<file path="src/hw/rtl/crcg_pkg.sv">
// Shared types and constants for the Catmull-Rom curve generator.
// Standalone package; imported by catmull_rom_curve_generator.
package crcg_pkg;

  // segment step count limits and reset value
  localparam logic [5:0] STEPS_MIN   = 6'd1;
  localparam logic [5:0] STEPS_MAX   = 6'd32;
  localparam logic [5:0] STEPS_RESET = 6'd20;

  // configuration register indexes
  localparam logic REG_IDX_STEPS = 1'b0;

  // signed weight width: |w| <= 2*32^3
  localparam int WGT_W  = 18;
  // unsigned width of j^2, j^3, n^2, n^3 and the mixed products
  localparam int SM_W   = 17;
  // divisor width: d = 2*n^3 <= 2^16
  localparam int D_W    = 17;
  // width used while forming the weights
  localparam int CALC_W = 22;

  // sequencer counts
  localparam logic [2:0] MAC_TERMS = 3'd4;
  localparam logic [1:0] AXIS_LAST = 2'd2;

  // sequencer states
  typedef enum logic [3:0] {
    ST_IDLE,
    ST_N2,
    ST_N3,
    ST_J2,
    ST_J3,
    ST_JN2,
    ST_J2N,
    ST_WGT,
    ST_MAC,
    ST_PREP,
    ST_DIV,
    ST_FIN,
    ST_OUT,
    ST_DONE
  } cr_state_t;

  // control point sources: window slots or the new waypoint
  typedef enum logic [1:0] {
    SRC_W0  = 2'd0,
    SRC_W1  = 2'd1,
    SRC_W2  = 2'd2,
    SRC_NEW = 2'd3
  } cr_src_t;

endpackage

</file>
<file path="src/hw/rtl/catmull_rom_curve_generator.sv">
// Uniform Catmull-Rom curve generator: waypoint window, shared multiplier,
// bit-serial divider and sequencer. Depends on crcg_pkg.

// One waypoint is accepted at a time; in_tready is high only while the block
// is idle. A waypoint yields 0, n or 2n curve points (n = steps_per_segment,
// clamped to 1..32). For every point, four passes of the shared multiplier
// form the weights, then per axis a multiply-accumulate over the four terms
// and a restoring divider that retires one quotient bit a cycle form the
// coordinate; the point is held on the output register until it is taken.
// Each point is the exact weighted sum divided by 2*n^3, rounded half up
// and saturated.
module catmull_rom_curve_generator
  import crcg_pkg::*;
#(
  parameter int COORD_WIDTH = 32
) (
  input  logic                                   clk,
  input  logic                                   rst_n,
  // input waypoint stream
  input  logic                                   in_tvalid,
  output logic                                   in_tready,
  // way_x, way_y, way_z from bit 0 up, zero padded to bytes
  input  logic [((3*COORD_WIDTH+7)/8)*8-1:0]     in_tdata,
  input  logic                                   in_tlast,   // path_end
  // output curve point stream
  output logic                                   out_tvalid,
  input  logic                                   out_tready,
  // curve_x, curve_y, curve_z from bit 0 up, zero padded to bytes
  output logic [((3*COORD_WIDTH+7)/8)*8-1:0]     out_tdata,
  output logic                                   out_tlast,  // run_last
  // configuration port
  input  logic                                   cfg_psel,
  input  logic                                   cfg_penable,
  input  logic                                   cfg_pwrite,
  input  logic [2:0]                             cfg_paddr,
  input  logic [31:0]                            cfg_pwdata,
  output logic [31:0]                            cfg_prdata,
  output logic                                   cfg_pready
);

  localparam int CW      = COORD_WIDTH;
  localparam int TDATA_W = ((3*COORD_WIDTH+7)/8)*8;
  localparam int ACC_W   = COORD_WIDTH + 20;
  localparam int Q_W     = COORD_WIDTH + 1;
  localparam int DCNT_W  = $clog2(Q_W);
  localparam int MUL_W   = COORD_WIDTH + WGT_W;
  localparam logic signed [Q_W:0] SAT_HI = $signed({3'b000, {(COORD_WIDTH-1){1'b1}}});
  localparam logic signed [Q_W:0] SAT_LO = $signed({3'b111, {(COORD_WIDTH-1){1'b0}}});

  cr_state_t state_r, state_nxt;

  logic [5:0]              steps_r;
  logic [5:0]              n_eff;
  logic [5:0]              n_r;
  logic [5:0]              j_r;
  logic [1:0]              seen_r;
  logic                    end_r;
  logic                    has_a_r;
  logic                    has_b_r;
  logic                    seg_r;
  logic                    has_a;
  logic                    has_b;
  cr_src_t                 a_sel [4];
  cr_src_t                 b_sel [4];
  cr_src_t                 a_sel_r [4];
  cr_src_t                 b_sel_r [4];
  cr_src_t                 cur_src;

  logic signed [CW-1:0]    win_r [3][3];
  logic signed [CW-1:0]    newp_r [3];
  logic signed [CW-1:0]    coord;

  logic [SM_W-1:0]         n2_r, n3_r, j2_r, j3_r, a_r, b_r;
  logic signed [CALC_W-1:0] ca, cb, cj3, cn3;
  logic signed [CALC_W-1:0] wc [4];
  logic signed [WGT_W-1:0] w_r [4];

  logic signed [CW-1:0]    mul_a;
  logic signed [WGT_W-1:0] mul_b;
  logic signed [MUL_W-1:0] mul_p;
  logic signed [MUL_W-1:0] prod_r;
  logic [2:0]              k_r;
  logic [1:0]              axis_r;
  logic signed [ACC_W-1:0] acc_r;

  logic [D_W-1:0]          d_w;
  logic [ACC_W-1:0]        div_m;
  logic [D_W-1:0]          rem_r;
  logic [Q_W-1:0]          quo_r;
  logic                    neg_r;
  logic [DCNT_W-1:0]       div_cnt_r;
  logic [D_W:0]            trial;
  logic [D_W:0]            trial_sub;
  logic                    trial_ge;

  logic signed [Q_W:0]     q_signed;
  logic [CW-1:0]           q_sat;
  logic [CW-1:0]           res_r [3];

  logic                    in_acc;
  logic                    out_acc;
  logic                    last_pt;
  logic                    more_pts;
  logic                    to_seg_b;

  // configuration register
  assign cfg_pready = 1'b1;
  always_ff @(posedge clk) begin
    if (!rst_n) begin
      steps_r <= STEPS_RESET;
    end else if (cfg_psel && cfg_penable && cfg_pwrite &&
                 cfg_paddr[2] == REG_IDX_STEPS) begin
      steps_r <= cfg_pwdata[5:0];
    end
  end
  assign cfg_prdata = (cfg_paddr[2] == REG_IDX_STEPS) ? 32'(steps_r) : 32'd0;

  // step count clamp and segment plan for the incoming waypoint
  always_comb begin
    if (steps_r < STEPS_MIN) begin
      n_eff = STEPS_MIN;
    end else if (steps_r > STEPS_MAX) begin
      n_eff = STEPS_MAX;
    end else begin
      n_eff = steps_r;
    end
    has_a = (seen_r >= 2'd2);
    has_b = in_tlast && (seen_r != 2'd0);
    a_sel = '{SRC_W0, SRC_W1, SRC_W2, SRC_NEW};
    b_sel = '{SRC_W1, SRC_W2, SRC_NEW, SRC_NEW};
    case (seen_r)
      2'd1: begin
        b_sel = '{SRC_W0, SRC_W0, SRC_NEW, SRC_NEW};
      end
      2'd2: begin
        a_sel = '{SRC_W0, SRC_W0, SRC_W1, SRC_NEW};
        b_sel = '{SRC_W0, SRC_W1, SRC_NEW, SRC_NEW};
      end
      default: ;
    endcase
  end

  // handshake and sequencing conditions
  assign in_acc   = in_tvalid && in_tready;
  assign out_acc  = out_tvalid && out_tready;
  assign more_pts = (j_r != n_r);
  assign to_seg_b = !seg_r && has_b_r;
  assign last_pt  = !more_pts && !to_seg_b;

  // next state
  always_comb begin
    state_nxt = state_r;
    unique case (state_r)
      ST_IDLE: if (in_acc) state_nxt = ST_N2;
      ST_N2:   state_nxt = ST_N3;
      ST_N3:   state_nxt = (has_a_r || has_b_r) ? ST_J2 : ST_DONE;
      ST_J2:   state_nxt = ST_J3;
      ST_J3:   state_nxt = ST_JN2;
      ST_JN2:  state_nxt = ST_J2N;
      ST_J2N:  state_nxt = ST_WGT;
      ST_WGT:  state_nxt = ST_MAC;
      ST_MAC:  if (k_r == MAC_TERMS) state_nxt = ST_PREP;
      ST_PREP: state_nxt = ST_DIV;
      ST_DIV:  if (div_cnt_r == DCNT_W'(Q_W - 1)) state_nxt = ST_FIN;
      ST_FIN:  state_nxt = (axis_r == AXIS_LAST) ? ST_OUT : ST_MAC;
      ST_OUT: begin
        if (out_acc) begin
          state_nxt = last_pt ? ST_DONE : ST_J2;
        end
      end
      ST_DONE: state_nxt = ST_IDLE;
      default: state_nxt = ST_IDLE;
    endcase
  end

  always_ff @(posedge clk) begin
    if (!rst_n) begin
      state_r <= ST_IDLE;
    end else begin
      state_r <= state_nxt;
    end
  end

  // handshake outputs
  always_comb begin
    in_tready  = 1'b0;
    out_tvalid = 1'b0;
    unique case (state_r)
      ST_IDLE: in_tready  = 1'b1;
      ST_OUT:  out_tvalid = 1'b1;
      default: ;
    endcase
  end

  assign out_tdata = TDATA_W'({res_r[2], res_r[1], res_r[0]});
  assign out_tlast = out_tvalid && last_pt;

  // control point select for the current term and axis
  assign cur_src = seg_r ? b_sel_r[k_r[1:0]] : a_sel_r[k_r[1:0]];
  assign coord   = (cur_src == SRC_NEW) ? newp_r[axis_r] : win_r[cur_src][axis_r];

  // shared multiplier operand select
  always_comb begin
    mul_a = coord;
    mul_b = w_r[k_r[1:0]];
    case (state_r)
      ST_N2:  begin mul_a = CW'(n_r);  mul_b = WGT_W'(n_r); end
      ST_N3:  begin mul_a = CW'(n2_r); mul_b = WGT_W'(n_r); end
      ST_J2:  begin mul_a = CW'(j_r);  mul_b = WGT_W'(j_r); end
      ST_J3:  begin mul_a = CW'(j2_r); mul_b = WGT_W'(j_r); end
      ST_JN2: begin mul_a = CW'(n2_r); mul_b = WGT_W'(j_r); end
      ST_J2N: begin mul_a = CW'(j2_r); mul_b = WGT_W'(n_r); end
      default: ;
    endcase
  end
  assign mul_p = mul_a * mul_b;

  // basis weights scaled by 2*n^3
  always_comb begin
    ca    = $signed(CALC_W'(a_r));
    cb    = $signed(CALC_W'(b_r));
    cj3   = $signed(CALC_W'(j3_r));
    cn3   = $signed(CALC_W'(n3_r));
    wc[0] = -ca + (cb <<< 1) - cj3;
    wc[1] = (cn3 <<< 1) - (cb <<< 2) - cb + (cj3 <<< 1) + cj3;
    wc[2] = ca + (cb <<< 2) - (cj3 <<< 1) - cj3;
    wc[3] = cj3 - cb;
  end

  // divider: d = 2*n^3, operand made nonnegative for floor division
  assign d_w   = {n3_r[D_W-2:0], 1'b0};
  assign div_m = acc_r[ACC_W-1] ? (~acc_r + ACC_W'(d_w)) : acc_r;
  assign trial     = {rem_r, quo_r[Q_W-1]};
  assign trial_ge  = (trial >= {1'b0, d_w});
  assign trial_sub = trial - {1'b0, d_w};

  // sign restore and saturation
  always_comb begin
    q_signed = neg_r ? -$signed({1'b0, quo_r}) : $signed({1'b0, quo_r});
    if (q_signed > SAT_HI) begin
      q_sat = SAT_HI[CW-1:0];
    end else if (q_signed < SAT_LO) begin
      q_sat = SAT_LO[CW-1:0];
    end else begin
      q_sat = q_signed[CW-1:0];
    end
  end

  // window and point count
  always_ff @(posedge clk) begin
    if (!rst_n) begin
      seen_r <= 2'd0;
      for (int s = 0; s < 3; s++) begin
        for (int a = 0; a < 3; a++) begin
          win_r[s][a] <= '0;
        end
      end
    end else if (state_r == ST_DONE) begin
      if (end_r) begin
        seen_r <= 2'd0;
        for (int s = 0; s < 3; s++) begin
          for (int a = 0; a < 3; a++) begin
            win_r[s][a] <= '0;
          end
        end
      end else if (seen_r == 2'd3) begin
        for (int a = 0; a < 3; a++) begin
          win_r[0][a] <= win_r[1][a];
          win_r[1][a] <= win_r[2][a];
          win_r[2][a] <= newp_r[a];
        end
      end else begin
        seen_r <= seen_r + 2'd1;
        for (int a = 0; a < 3; a++) begin
          win_r[seen_r][a] <= newp_r[a];
        end
      end
    end
  end

  // sequencer control registers
  always_ff @(posedge clk) begin
    if (!rst_n) begin
      end_r     <= 1'b0;
      has_a_r   <= 1'b0;
      has_b_r   <= 1'b0;
      seg_r     <= 1'b0;
      j_r       <= STEPS_MIN;
      n_r       <= STEPS_MIN;
      k_r       <= 3'd0;
      axis_r    <= 2'd0;
      div_cnt_r <= '0;
    end else begin
      case (state_r)
        ST_IDLE: begin
          if (in_acc) begin
            end_r   <= in_tlast;
            has_a_r <= has_a;
            has_b_r <= has_b;
            seg_r   <= !has_a;
            j_r     <= STEPS_MIN;
            n_r     <= n_eff;
          end
        end
        ST_WGT: begin
          k_r    <= 3'd0;
          axis_r <= 2'd0;
        end
        ST_MAC:  k_r <= k_r + 3'd1;
        ST_PREP: div_cnt_r <= '0;
        ST_DIV:  div_cnt_r <= div_cnt_r + DCNT_W'(1);
        ST_FIN: begin
          k_r    <= 3'd0;
          axis_r <= axis_r + 2'd1;
        end
        ST_OUT: begin
          if (out_acc) begin
            if (more_pts) begin
              j_r <= j_r + 6'd1;
            end else if (to_seg_b) begin
              seg_r <= 1'b1;
              j_r   <= STEPS_MIN;
            end
          end
        end
        default: ;
      endcase
    end
  end

  // datapath registers
  always_ff @(posedge clk) begin
    case (state_r)
      ST_IDLE: begin
        if (in_acc) begin
          newp_r[0] <= in_tdata[CW-1:0];
          newp_r[1] <= in_tdata[2*CW-1:CW];
          newp_r[2] <= in_tdata[3*CW-1:2*CW];
          a_sel_r   <= a_sel;
          b_sel_r   <= b_sel;
        end
      end
      ST_N2:  n2_r <= mul_p[SM_W-1:0];
      ST_N3:  n3_r <= mul_p[SM_W-1:0];
      ST_J2:  j2_r <= mul_p[SM_W-1:0];
      ST_J3:  j3_r <= mul_p[SM_W-1:0];
      ST_JN2: a_r  <= mul_p[SM_W-1:0];
      ST_J2N: b_r  <= mul_p[SM_W-1:0];
      ST_WGT: begin
        for (int i = 0; i < 4; i++) begin
          w_r[i] <= wc[i][WGT_W-1:0];
        end
        // rounding bias: half the divisor
        acc_r <= $signed(ACC_W'(n3_r));
      end
      ST_MAC: begin
        // product of term k, accumulate of term k-1
        if (k_r != MAC_TERMS) begin
          prod_r <= mul_p;
        end
        if (k_r != 3'd0) begin
          acc_r <= acc_r + ACC_W'(prod_r);
        end
      end
      ST_PREP: begin
        neg_r <= acc_r[ACC_W-1];
        rem_r <= div_m[Q_W+D_W-1:Q_W];
        quo_r <= div_m[Q_W-1:0];
      end
      ST_DIV: begin
        rem_r <= trial_ge ? trial_sub[D_W-1:0] : trial[D_W-1:0];
        quo_r <= {quo_r[Q_W-2:0], trial_ge};
      end
      ST_FIN: begin
        res_r[axis_r] <= q_sat;
        acc_r         <= $signed(ACC_W'(n3_r));
      end
      default: ;
    endcase
  end

  // checks
  a_no_overlap: assert property (@(posedge clk) disable iff (!rst_n)
    in_tready |-> !out_tvalid)
    else $error("input accepted while a curve point is pending");

  a_last_at_end: assert property (@(posedge clk) disable iff (!rst_n)
    out_tlast |-> (j_r == n_r))
    else $error("run_last before the final step of a segment");

  a_path_clears: assert property (@(posedge clk) disable iff (!rst_n)
    (state_r == ST_DONE) && end_r |=> (seen_r == 2'd0))
    else $error("window not cleared after path end");

  a_div_count: assert property (@(posedge clk) disable iff (!rst_n)
    (state_r == ST_DIV) |-> (div_cnt_r <= DCNT_W'(Q_W - 1)))
    else $error("divider ran past its last quotient bit");

endmodule

</file>
<file path="config.mk">
export PLATFORM = sky130hd
export DESIGN_NAME = catmull_rom_curve_generator
export DESIGN_NICKNAME = d
export VERILOG_FILES = /design/src/hw/rtl/crcg_pkg.sv /design/src/hw/rtl/catmull_rom_curve_generator.sv
export SDC_FILE = /design/constraint.sdc
export NUM_CORES = 2
export LEC_CHECK = 0
export BUFFER_PORTS_ARGS = -buffer_cell sky130_fd_sc_hd__buf_2
export CORE_UTILIZATION = 60
export CTS_CLUSTER_DIAMETER = 200
export CTS_CLUSTER_SIZE = 14
export DETAILED_ROUTE_END_ITERATION = 10
export HOLD_SLACK_MARGIN = 0.1
export PLACE_DENSITY = 0.78
export SKIP_LAST_GASP = 1
export SLEW_MARGIN = 20
export SYNTH_ARGS = -nofsm -noshare
export SYNTH_HDL_FRONTEND = slang
export SYNTH_SLANG_ARGS = --single-unit
</file>
<file path="constraint.sdc">
create_clock -name clk -period 12.5 [get_ports clk]
set_input_delay 2.5 -clock clk [delete_from_list [all_inputs] [get_ports clk]]
set_output_delay 2.5 -clock clk [all_outputs]
set_load 0.02 [all_outputs]
</file>
==> flow_summary.yaml <==
yosys:
  synth_cells: 5914
  yosys-top-cells-area: "edfxtp_1 38%, fa_1 20%, ha_1 5.5%"
  synthArstFlopShare_pct: 0
  yosysTopAreaCellShare_pct: 38.1
  ys_seq_area_share_pct: 39.4
  ys_warn_count: 0
  yosysUniqueCellTypes: 83
  synth_most_common_cell: "inv_1"
  ys_seq_elements: 870
  synth_flop_cell: "edfxtp_1"
  synth_edf_count: 827
  synth_area_um2: 65200
  post-synth-top-area-cell: "edfxtp_1"
  synth_common_cells: "831 x inv_1, 827 x edfxtp_1, 653 x fa_1"
  avgSynthCellArea_um2: 11.0
clock_network:
  clkTransAtPathRegs_ns: 0.07
  cts_root_buf: "clkbuf_16"
  h-tree-depth: 3
  cts_hold_buf: 0
  cts_buffers: 72
  cts_max_path_buffers: 3
  postCtsResizedCells: 0
  tritoncts: "yes"
  cts_setup_buffers: 0
  clkSinkCount: 870
  clock_latency_ns: 0.68
worst_setup_path:
  critPathLaunch: "k_r[0]$_SDFFE_PN0N_"
  crit_type: "flop to flop"
  r2r-end: "prod_r[49]$_DFFE_PP_"
  slowest_stage: "a211oi_1"
  critPathTopFamily: "compound AO/OA/AOI/OAI gates"
  cp.arrival_ns: 11.24
  crit_end: "prod_r[49]$_DFFE_PP_"
  crit_path_start_kind: "flop"
  path_depth: 33
  crit_required_ns: 12.92
  cpPeakStageDelay_ns: 0.86
  path_common_cell: "fa_1"
  path_max_fanout: 42
  reg2reg_depth: 33
  crit_buf_inv: 5
  cp-end-kind: "flop"
  r2r_start: "k_r[0]$_SDFFE_PN0N_"
  ff2ff_setup_slack_ns: 1.68
timing:
  finalSetupTns_ns: 0
  worst-slew-pin-transition_ns: 1.31
  max_slew_margin_pct: 12.5
  hold_viol_final: 0
  finalSetupViolations: 0
  hold_slack_ns: 0.512
  min_period_ns: 10.82
  slew_viol_final: 0
  finalCritPeriodShare_pct: 86.6
  clock.fmax_mhz: 92.4
  finalClockSkew_ns: 0.0285
  rsz0062_at_grt: "no"
route:
  drt.antenna.violating_nets: 0
  vias_per_cell: 6.14
  drtIter0Drc: 4500
  route.detailed.drc: 0
  via_count: 45900
  wl_per_cell_um: 22.0
  first_pass_iters: 9
  totalWireLength_um: 164000
global_routing:
  grt_pass1_vias: 46900
  grt.overflow.total: 0
  grt_max_degree: 101
  track_usage_pct: 30.3
  grt_pass1_wl_um: 260000
  antenna_found_initial: 6
place:
  io_buffer_count: 215
  hpwl_um: 120000
  gp_congestion: 0.931
floorplan:
  io_pins: 271
  die_w_um: 332
  dieArea_um2: 110000
  core_um2: 107000
  start_util_pct: 60.7
  die_h_um: 332
  fp-row-count: 120
final_layout:
  drive_gt1_share_pct: 8.84
  area_growth_pct: 7.36
  nets: 7128
  n_fill_cell: 7985
run:
  drv_cap: 0
outcome:
  outcome: "complete, no violations"
hold_path:
  min_from: "div_cnt_r[4]$_SDFFE_PN0P_"
  min_path_type: "flop to flop"
cells by family after synthesis:
| kind of cell | after synthesis | synth area share [%] |
|---|---|---|
| muxes | 136 | 2.70 |
| other | 2 | 0.0115 |
| and+or+nand+nor | 1435 | 10.3 |
| adders and majority gates | 940 | 25.6 |
| xor gates and xnor gates | 243 | 3.26 |
| buffers and inverters | 1130 | 6.74 |
| AOI/OAI and AO/OA | 1158 | 12.0 |
| DFF | 870 | 39.4 |
state kept, by name, indices dropped and copies added, names as in the netlist, 17 cells and up, named ones only:
register  count
a_r          17
acc_r        52
b_r          17
j2_r         17
j3_r         17
n2_r         17
n3_r         17
newp_r       96
prod_r       50
quo_r        33
rem_r        17
res_r        96
w_r          71
win_r       306
through the flow:
stage	cells	setup WS, ns	instance area [um2]	utilization, %
5_1_grt	7478	1.22	70000	65.2
6_report	7479	1.68	70000	65.2
2_1_floorplan	5957	3.37	65400	-
3_3_place_gp	7377	2.08	68000	63.3
3_5_place_dp	7378	1.84	68000	63.3
4_1_cts	7476	1.84	70000	65.2
metal layers:
layer	wire length, um	global-route usage (%)	vias to the layer above
li1	-	-	20300
met1	63500	39.8	22600
met2	76800	49.2	2476
met3	16100	5.62	462
met4	7920	13.7	4
met5	27	0	-
worst reg2reg max path: cells and delay by family (launching register included):
kind                     cells  cell delay (ns)
flip-flops                   1             0.53
AO/OA/AOI/OAI               14             4.72
XOR/XNOR                     1             0.09
adder cells (fa/ha/maj)      7             3.42
AND/OR/NAND/NOR              6             1.56
buffers and inverters        5             0.28
cell usage in the layout, fill, tap and decap left out, types with 18 or more instances in the layout:
master     synthesis  routed
inv_1            831     829
edfxtp_1         827     827
fa_1             653     653
nand2_1          515     515
nor2_1           373     365
ha_1             287     287
a21oi_1          259     254
o21ai_0          222     216
buf_2             19     215
a22o_1           208     208
and2_1           154     154
xnor2_1          131     131
xor2_1           112     112
buf_4             27      99
nor2b_1           98      98
a21o_1            79      78
clkbuf_16          0      72
mux2i_1           68      68
a22oi_1           64      64
nand2b_1          61      61
nand3_1           56      56
a211oi_1          59      49
conb_1             2      45
dfxtp_1           43      41
mux2_2            40      40
nor3_1            43      39
a31oi_1           29      29
o31ai_1           29      29
mux4_2            28      28
o22ai_1           25      25
and3_1            25      25
o21a_1            22      21
or3_1             21      21
a21boi_0          21      20
clkbuf_1         229      20
nand4_1           19      19
o21bai_1          18      18
how the worst min path moves through the flow:
stage	slack, ns	depth (start not counted)	endpoint
2_1_floorplan	0.45	0	neg_r$_DFFE_PP_
3_3_place_gp	0.49	2	div_cnt_r[4]$_SDFFE_PN0P_
3_5_place_dp	0.51	2	div_cnt_r[4]$_SDFFE_PN0P_
4_1_cts	0.52	2	div_cnt_r[4]$_SDFFE_PN0P_
5_1_grt	0.56	2	div_cnt_r[4]$_SDFFE_PN0P_
6_report	0.51	2	div_cnt_r[4]$_SDFFE_PN0P_
final cells by class:
class | instances | area, um2 | area share, %
multi-input combinational | 3957 | 35600 | 50.8
sequential | 870 | 25700 | 36.7
inverter | 832 | 3130 | 4.47
clock buffer | 92 | 1880 | 2.68
timing repair buffer | 316 | 1860 | 2.66
tap | 1403 | 1760 | 2.51
clock inverter | 6 | 101 | 0.145
antenna | 3 | 7.51 | 0.0107
Power is left out: the tool's default activity adds up to more than one toggle a clock period on the data nets, which glitch-free logic cannot reach.
